===== config.mk =====
export PLATFORM = sky130hd
export DESIGN_NAME = r2fft_ctrl
export DESIGN_NICKNAME = d
export VERILOG_FILES = /design/src/hdl/r2fft_pkg.sv /design/src/hdl/r2fft_ctrl.sv
export SDC_FILE = /design/constraint.sdc
export NUM_CORES = 1
export LEC_CHECK = 0
export BUFFER_PORTS_ARGS = -buffer_cell sky130_fd_sc_hd__buf_2
export CAP_MARGIN = 10
export CORE_AREA = 2 2 103 105
export CTS_BUF_LIST = sky130_fd_sc_hd__clkbuf_8 sky130_fd_sc_hd__clkbuf_16
export CTS_CLUSTER_DIAMETER = 80
export DETAILED_ROUTE_END_ITERATION = 6
export DIE_AREA = 0 0 105 107
export PLACE_DENSITY = 0.71
export SYNTH_ARGS = -nofsm -noshare
export SYNTH_HDL_FRONTEND = slang
export SYNTH_SLANG_ARGS = --single-unit

===== constraint.sdc =====
create_clock -name clk_i -period 9.3 [get_ports clk_i]
set_input_delay 0.465 -clock clk_i [delete_from_list [all_inputs] [get_ports clk_i]]
set_output_delay 0.465 -clock clk_i [all_outputs]
set_load 0.02 [all_outputs]

===== src/hdl/r2fft_pkg.sv =====
// ----------------------------------------------------------------------------
// r2fft_pkg
// Shared constants, types and the twiddle table of the radix-2 FFT.
// ----------------------------------------------------------------------------
package r2fft_pkg;

  localparam int MAX_POINTS  = 1024;
  localparam int LOG_MAX     = 10;
  localparam int SAMPLE_BITS = 16;
  localparam int DATA_BITS   = 27;
  localparam int TW_BITS     = 17;
  localparam int TW_DEPTH    = MAX_POINTS / 2;
  localparam int TW_AW       = LOG_MAX - 1;
  localparam int ANGLE_GRID  = 16384;
  localparam logic [63:0] STEP_Q40 = 64'd421657428;
  localparam logic [63:0] ONE_Q30  = 64'd1073741824;

  localparam logic CMD_LOAD = 1'b0;
  localparam logic CMD_READ = 1'b1;

  localparam int CosDiv[8] = '{2, 12, 30, 56, 90, 132, 182, 240};
  localparam int SinDiv[8] = '{6, 20, 42, 72, 110, 156, 210, 272};

  typedef enum logic [1:0] {
    WSEL_SAMPLE,
    WSEL_SUM,
    WSEL_DIFF
  } wsel_e;

  typedef enum logic [2:0] {
    ST_IDLE,
    ST_READ,
    ST_BF_RA,
    ST_BF_RB,
    ST_BF_MUL,
    ST_BF_SUM,
    ST_BF_WA,
    ST_BF_WB
  } state_e;

  typedef struct packed {
    logic [LOG_MAX-1:0] raddr;
    logic               we;
    logic [LOG_MAX-1:0] waddr;
    wsel_e              wsel;
    logic [TW_AW-1:0]   tw_idx;
    logic               cap_a;
    logic               mul_en;
    logic               sum_en;
    logic               out_load;
    logic               out_zero;
    logic [LOG_MAX-1:0] out_index;
    logic               out_last;
  } ctrl_cmd_t;

  typedef struct packed {
    logic out_free;
  } dp_status_t;

  function automatic logic [63:0] q30_to_q15(input logic [63:0] v);
    logic [63:0] w;
    w = v[63] ? 64'd0 : v;
    return (w + 64'd16384) >> 15;
  endfunction

  function automatic logic [2*TW_BITS-1:0] tw_entry(input int k);
    logic [63:0] p, x, x2, tc, ts, sc, ss, c, s, t;
    logic        neg, swap;
    p    = 64'(k) * 64'(ANGLE_GRID / MAX_POINTS);
    neg  = 1'b0;
    swap = 1'b0;
    if (p > 64'(ANGLE_GRID / 4)) begin
      p   = 64'(ANGLE_GRID / 2) - p;
      neg = 1'b1;
    end
    if (p > 64'(ANGLE_GRID / 8)) begin
      p    = 64'(ANGLE_GRID / 4) - p;
      swap = 1'b1;
    end
    x  = (p * STEP_Q40 + 64'd512) >> 10;
    x2 = (x * x) >> 30;
    tc = ONE_Q30;
    ts = x;
    sc = ONE_Q30;
    ss = x;
    for (int n = 1; n <= 8; n++) begin
      tc = ((tc * x2) >> 30) / 64'(CosDiv[n-1]);
      ts = ((ts * x2) >> 30) / 64'(SinDiv[n-1]);
      if (n % 2 == 1) begin
        sc = sc - tc;
        ss = ss - ts;
      end else begin
        sc = sc + tc;
        ss = ss + ts;
      end
    end
    c = q30_to_q15(sc);
    s = q30_to_q15(ss);
    if (swap) begin
      t = c;
      c = s;
      s = t;
    end
    if (neg) begin
      c = -c;
    end
    return {c[TW_BITS-1:0], s[TW_BITS-1:0]};
  endfunction

  typedef logic [2*TW_BITS-1:0] tw_table_t [TW_DEPTH];

  function automatic tw_table_t build_table();
    tw_table_t tab;
    for (int k = 0; k < TW_DEPTH; k++) begin
      tab[k] = tw_entry(k);
    end
    return tab;
  endfunction

  localparam tw_table_t TW_TABLE = build_table();

endpackage


===== src/hdl/r2fft_ctrl.sv =====
// ----------------------------------------------------------------------------
// r2fft_ctrl
// Sequencer: load addressing, butterfly schedule and bin readout.
// ----------------------------------------------------------------------------
module r2fft_ctrl
  import r2fft_pkg::*;
(
  input  logic       clk_i,
  input  logic       rst_ni,
  input  logic       cfg_valid_i,
  output logic       cfg_ready_o,
  input  logic [3:0] cfg_data_i,
  input  logic       in_valid_i,
  output logic       in_ready_o,
  input  logic       in_command_i,
  input  dp_status_t status_i,
  output ctrl_cmd_t  cmd_o,
  output logic       busy_o,
  output logic       have_result_o
);

  state_e             state_q, state_d;
  logic [3:0]         log2_q, log2_d;
  logic [LOG_MAX-1:0] load_cnt_q, load_cnt_d;
  logic [LOG_MAX-1:0] rd_cnt_q, rd_cnt_d;
  logic [3:0]         stage_q, stage_d;
  logic [TW_AW-1:0]   bf_q, bf_d;
  logic               have_q, have_d;

  logic [3:0]         len_log2;
  logic [LOG_MAX-1:0] mask;
  logic [LOG_MAX-1:0] rev;
  logic [LOG_MAX-1:0] load_addr;
  logic [LOG_MAX-1:0] half;
  logic [LOG_MAX-1:0] jpart;
  logic [LOG_MAX-1:0] addr_a;
  logic [LOG_MAX-1:0] addr_b;
  logic [LOG_MAX-1:0] next_load;
  logic               in_acc;
  logic               cfg_acc;

  always_comb begin
    if (log2_q == 4'd0) begin
      len_log2 = 4'd1;
    end else if (log2_q > 4'(LOG_MAX)) begin
      len_log2 = 4'(LOG_MAX);
    end else begin
      len_log2 = log2_q;
    end
  end

  assign mask = LOG_MAX'((LOG_MAX+1)'(1) << len_log2) - LOG_MAX'(1);

  always_comb begin
    for (int i = 0; i < LOG_MAX; i++) begin
      rev[i] = load_cnt_q[LOG_MAX-1-i];
    end
  end

  assign load_addr = rev >> (4'(LOG_MAX) - len_log2);
  assign next_load = (load_cnt_q + LOG_MAX'(1)) & mask;
  assign half      = LOG_MAX'(1) << stage_q;
  assign jpart     = LOG_MAX'(bf_q) & (half - LOG_MAX'(1));
  assign addr_a    = ((LOG_MAX'(bf_q) >> stage_q) << (stage_q + 4'd1)) | jpart;
  assign addr_b    = addr_a | half;

  assign cfg_ready_o = (state_q == ST_IDLE);
  assign in_ready_o  = (state_q == ST_IDLE) && !cfg_valid_i;
  assign cfg_acc     = cfg_valid_i && cfg_ready_o;
  assign in_acc      = in_valid_i && in_ready_o;
  assign busy_o      = (state_q != ST_IDLE) && (state_q != ST_READ);
  assign have_result_o = have_q;

  always_comb begin
    state_d    = state_q;
    log2_d     = log2_q;
    load_cnt_d = load_cnt_q;
    rd_cnt_d   = rd_cnt_q;
    stage_d    = stage_q;
    bf_d       = bf_q;
    have_d     = have_q;

    cmd_o           = '0;
    cmd_o.wsel      = WSEL_SAMPLE;
    cmd_o.raddr     = rd_cnt_q;
    cmd_o.waddr     = addr_a;
    cmd_o.tw_idx    = TW_AW'(jpart << (4'(TW_AW) - stage_q));
    cmd_o.out_index = have_q ? rd_cnt_q : '0;
    cmd_o.out_last  = have_q && (rd_cnt_q == mask);
    cmd_o.out_zero  = !have_q;

    unique case (state_q)
      ST_IDLE: begin
        if (cfg_acc) begin
          log2_d     = cfg_data_i;
          load_cnt_d = '0;
          rd_cnt_d   = '0;
          have_d     = 1'b0;
        end else if (in_acc && (in_command_i == CMD_LOAD)) begin
          cmd_o.we    = 1'b1;
          cmd_o.waddr = load_addr;
          cmd_o.wsel  = WSEL_SAMPLE;
          have_d      = 1'b0;
          rd_cnt_d    = '0;
          load_cnt_d  = next_load;
          if (next_load == '0) begin
            stage_d = '0;
            bf_d    = '0;
            state_d = ST_BF_RA;
          end
        end else if (in_acc) begin
          state_d = ST_READ;
        end
      end
      ST_READ: begin
        if (status_i.out_free) begin
          cmd_o.out_load = 1'b1;
          if (have_q) begin
            rd_cnt_d = (rd_cnt_q + LOG_MAX'(1)) & mask;
          end
          state_d = ST_IDLE;
        end
      end
      ST_BF_RA: begin
        cmd_o.raddr = addr_a;
        state_d     = ST_BF_RB;
      end
      ST_BF_RB: begin
        cmd_o.raddr = addr_b;
        cmd_o.cap_a = 1'b1;
        state_d     = ST_BF_MUL;
      end
      ST_BF_MUL: begin
        cmd_o.mul_en = 1'b1;
        state_d      = ST_BF_SUM;
      end
      ST_BF_SUM: begin
        cmd_o.sum_en = 1'b1;
        state_d      = ST_BF_WA;
      end
      ST_BF_WA: begin
        cmd_o.we    = 1'b1;
        cmd_o.waddr = addr_a;
        cmd_o.wsel  = WSEL_SUM;
        state_d     = ST_BF_WB;
      end
      ST_BF_WB: begin
        cmd_o.we    = 1'b1;
        cmd_o.waddr = addr_b;
        cmd_o.wsel  = WSEL_DIFF;
        state_d     = ST_BF_RA;
        if (bf_q == TW_AW'(mask >> 1)) begin
          bf_d = '0;
          if (stage_q == len_log2 - 4'd1) begin
            have_d   = 1'b1;
            rd_cnt_d = '0;
            state_d  = ST_IDLE;
          end else begin
            stage_d = stage_q + 4'd1;
          end
        end else begin
          bf_d = bf_q + TW_AW'(1);
        end
      end
      default: begin
        state_d = ST_IDLE;
      end
    endcase
  end

  always_ff @(posedge clk_i or negedge rst_ni) begin
    if (!rst_ni) begin
      state_q    <= ST_IDLE;
      log2_q     <= 4'd10;
      load_cnt_q <= '0;
      rd_cnt_q   <= '0;
      stage_q    <= '0;
      bf_q       <= '0;
      have_q     <= 1'b0;
    end else begin
      state_q    <= state_d;
      log2_q     <= log2_d;
      load_cnt_q <= load_cnt_d;
      rd_cnt_q   <= rd_cnt_d;
      stage_q    <= stage_d;
      bf_q       <= bf_d;
      have_q     <= have_d;
    end
  end

endmodule


# [After elaboration in Yosys (flattened, before gate mapping)]
# Cells that the tools add are included.
[op_classes] bitwise=6 n_eq_ne=22 addsub=9 muxes=45 reduce_logical=22 n_lt_le_gt_ge=1 shifts=6
[op_table] operator="two-way mux 10 bit" count=9
[op_table] operator="case mux 13 bit (3 select lines)" count=1
[op_table] operator="two-way mux 9 bit" count=4
[op_table] operator="case mux 10 bit (3 select lines)" count=1
[op_table] operator="two-way mux 4 bit" count=7
[op_table] operator="two-way mux 13 bit" count=2
[op_table] operator="case mux 3 bit (8 select lines)" count=1
[op_table] operator="adder 10 x 1 -> 10 bit, second input constant" count=2
[op_table] operator="bitwise AND 10 bit" count=2
[op_table] operator="OR 10 bit" count=2
[op_table] operator="case mux 10 bit (2 select lines)" count=1
[op_table] operator="left shift 1 x 4 -> 10 bit, first input constant" count=2
[op_table] operator="case mux 9 bit (2 select lines)" count=1
[op_table] operator="two-way mux 3 bit" count=5
[op_table] operator="== test 3 bit, second input constant" count=4
[op_table] operator="inequality test 2 bit, second input constant" count=6
[op_table] operator="AND reduction 4 bit" count=3
[op_table] operator="AND reduction 6 bit" count=2
[op_table] operator="bitwise AND 9 x 10 -> 10 bit" count=1
[op_table] operator="== test 10 bit" count=1
[op_table] operator="zero test 10 bit" count=1
[op_table] operator="left shift 10 x 4 -> 10 bit" count=1
[op_table] operator="left shift 10 x 4 -> 9 bit" count=1
[op_table] operator=">> shifter 10 x 4 -> 10 bit" count=1
[op_table] operator="other kinds (27)" count=50
[word_totals] inputBits=10 out_inout_bits=52 reg_bits=41 wordCells=118

# [Logic depth before layout (Yosys ltp)]
[depth] depth_word=11 ltp_mapped=17

# [Worst setup path before layout]
# OpenSTA, ideal clock, no wires.
[synth_timing] kind="reg2out" from="reg stage_q[0]" to="out cmd_o[22] (netlist bit)" path_stages_with_launch=15 arrival_time_ps=3676 n_path_buf=3 setup_slack_ps=5159 cell_sequence="dfrtp_1 clkbuf_1 inv_1 clkbuf_1 ha_1 clkbuf_1 nand2_1 ha_1 nand2b_1 mux2_2 o21ai_0 nand2_1 mux2_2 and2_1 o32ai_1"
[synth_lines] element="from (decl)" line_no="r2fft_ctrl.sv:26" text="logic [3:0] stage_q, stage_d;"
[synth_lines] element="from (signal assigned)" line_no="r2fft_ctrl.sv:185" text="stage_q <= stage_d;"
[synth_lines] element="to (decl)" line_no="r2fft_ctrl.sv:17" text="output ctrl_cmd_t cmd_o,"

==> flow_summary.ini <==
[synthesis]
async_flop_share = 1.000
yosysMostFrequentCell = nand2_1
ys_top_cells_by_count = nand2_1, nor2_1, clkbuf_1, o21ai_0, dfrtp_1
synth_nets = 723
synth_compound_area_frac = 0.2517
synth-simple-area-share = 0.2979
ys_seq_elements = 41
synth_top_area_share = 0.1906
synth_edf_count = 0
yosys-top-cells-area = dfrtp_1, ha_1, nand2_1
yosys.area.top_type = dfrtp_1
synth_flop_cell = dfrtp_1
syn_inst = 693
yosys_warnings = 0
synth_top_family_by_area = simple AND/OR/NAND/NOR gates
syn_avg_cell_area_um2 = 7.388
syn_area_um2 = 5120
synthXorXnorAreaFrac = 0.06329
yosysUniqueCellTypes = 76
seq_area_frac_synth = 0.2009
synth_mux_area_frac = 0.07331
synth-adder-area-share = 0.04888

[sta]
slew_violations = 0
period_minus_slack_ns = 4.770
final_hold_viol_count = 0
slew_headroom = 0.3453
rsz0062_at_grt = false
setup_tns_ns = 0
fin_worst_skew_ns = 0.01218
post-route-period-util = 0.5129
setup_viol = 0
worstMarginPinSlew_ns = 0.9821
fmax_mhz = 209.7

[detailed_routing]
wl_per_cell_um = 19.89
drt_iter0_markers = 482
drtPass1Iterations = 6
drc = 0
antenna_left = 0
vias = 5506
via_per_inst = 6.555
wl_um = 16700

[cells_and_area]
drive_gt1_frac = 0.1577
stdcell_count = 840
diodes = 0
nNetsFinal = 733
synthToLayoutAreaGrowth_pct = 7.038
final_util = 0.5430

[clock_tree]
cts_hold_buf = 0
cts_tree = built
cts_root_buffer = clkbuf_8
clock_latency_ns = 0.30
cts_resized = 0
clk_path_buf_depth = 2
clk_pin_slew_ns = 0.10
htree_levels = 2
cts_buffers = 5
postCtsSetupBuffers = 0
cts_sinks = 41

[floorplan]
ios = 62
core.rowCount = 37
die_y_um = 107
dieArea_um2 = 11240
core_area_um2 = 10090
die_x_um = 105
start_util = 0.5073

[placement]
placement.io_buffers = 61
gp_congestion = 1.058
dpl.hpwl_um = 12180
dp.cells = 832

[global_route]
grt_usage = 0.2918
overflow = 0
antenna_found_initial = 0
grt_pass1_vias = 5053
grt_start_max_net_pins = 42
grt_pass1_wl_um = 26410

[worst_setup_path]
r2r-end = bf_q[7]
rr_worst_depth = 12
cp.required_ns = 8.84
rr_startpoint = log2_q[3]
startpoint = stage_q[0]
path_class = reg -> out
r2r_slack_ns = 4.84
critPathLaunchType = flip-flop
critPathCaptureType = primary output
path_max_fanout = 40
cp.arrival_ns = 4.30
endpoint = cmd_o[21]

[worst_hold_path]
hold_class = in -> async

[power_and_ir_drop]
power_density_nw_per_um2 = 244.4
p_leak_nw = 2.415
ir_worst_vdd_mv = 0.1686
power_mw = 1.339

[run_status]
status = completed

[job]
drv_cap = 0
## worst min-delay path by stage
stage / slack [ns] / endpoint / start / depth (start not counted)
floorplan: 0.17 / bf_q[0] / rst_ni / 0
global placement: 0.53 / load_cnt_q[8] / load_cnt_q[8] / 1
detailed placement: 0.56 / load_cnt_q[8] / load_cnt_q[8] / 1
CTS: 0.35 / rd_cnt_q[4] / rst_ni / 1
global route: 0.39 / load_cnt_q[8] / rst_ni / 1
finish: 0.31 / load_cnt_q[0] / rst_ni / 1
## worst max-delay path, stage by stage (launching register included)
cell      delay (ns)
dfrtp_1         0.37
buf_4           0.26
inv_1           0.46
ha_1            0.61
nand2_1         0.18
ha_1            0.33
nand2b_1        0.13
mux2_2          0.33
o21ai_0         0.19
nand2_1         0.13
o21ai_0         0.37
nor2_1          0.08
o32ai_1         0.31
buf_2           0.22
## flip-flops by register name, indices dropped and copies added (netlist names)
register       cells
bf_q               9
state_q            3
have_result_o      1
stage_q            4
log2_q             4
load_cnt_q        10
rd_cnt_q          10
## area by class of cell
type / instances / area (um^2)
Clock buffer: 5 / 68.82
Clock inverter: 3 / 21.27
Fill cell: 1020 / 4612
Inverter: 21 / 78.83
Multi-Input combinational cell: 568 / 3770
Sequential cell: 41 / 1028
Tap cell: 136 / 170.2
Timing Repair Buffer: 66 / 342.8
## cells in the final DEF, fill, tap and decap left out, types with 10 or more instances in the layout
cell type and instances:
nand2_1 63, nor3_1 22, buf_2 61, o21ai_0 42, ha_1 20, dfrtp_1 39, a21oi_1 34, and3_1 18
nor2b_1 15, mux2i_1 15, a211o_1 13, and2_1 11, a31oi_1 13, inv_1 19, mux2_2 13, nand2b_1 14
nand3_1 37, xnor2_1 27, nor2_1 61, xor2_1 10
## cell families after synthesis
group	Yosys count
DFF	41
AOI/OAI and AO/OA	185
and+or+nand+nor	294
xor gates and xnor gates	37
muxes	32
adders and majority gates	20
buffers and inverters	84
## layer usage
layer  global-route usage  vias to the layer above  share of wire
met5                    0                        -              0
met4              0.08190                        0          0.026
met3              0.06201                       42          0.087
met2               0.4699                      270           0.46
met1               0.3957                     2641           0.42
li1                     -                     2553              -
## metrics by stage
step	hold slack [ns]	cell area, um^2	setup WS (ns)
finish	0.3129	5480	4.530
global route	0.3881	5480	4.223
CTS	0.3541	5480	4.663
detailed placement	0.5601	5390	4.881
global placement	0.5314	5390	5.050
floorplan	0.1694	5120	5.159
## report_power, final
part / internal [mW] / switching, mW / total, mW
combinational: 0.330 / 0.568 / 0.898
sequential: 0.211 / 0.104 / 0.316
clock: 0.0534 / 0.0718 / 0.125
Note: power is estimated with default switching activity, not from simulation.
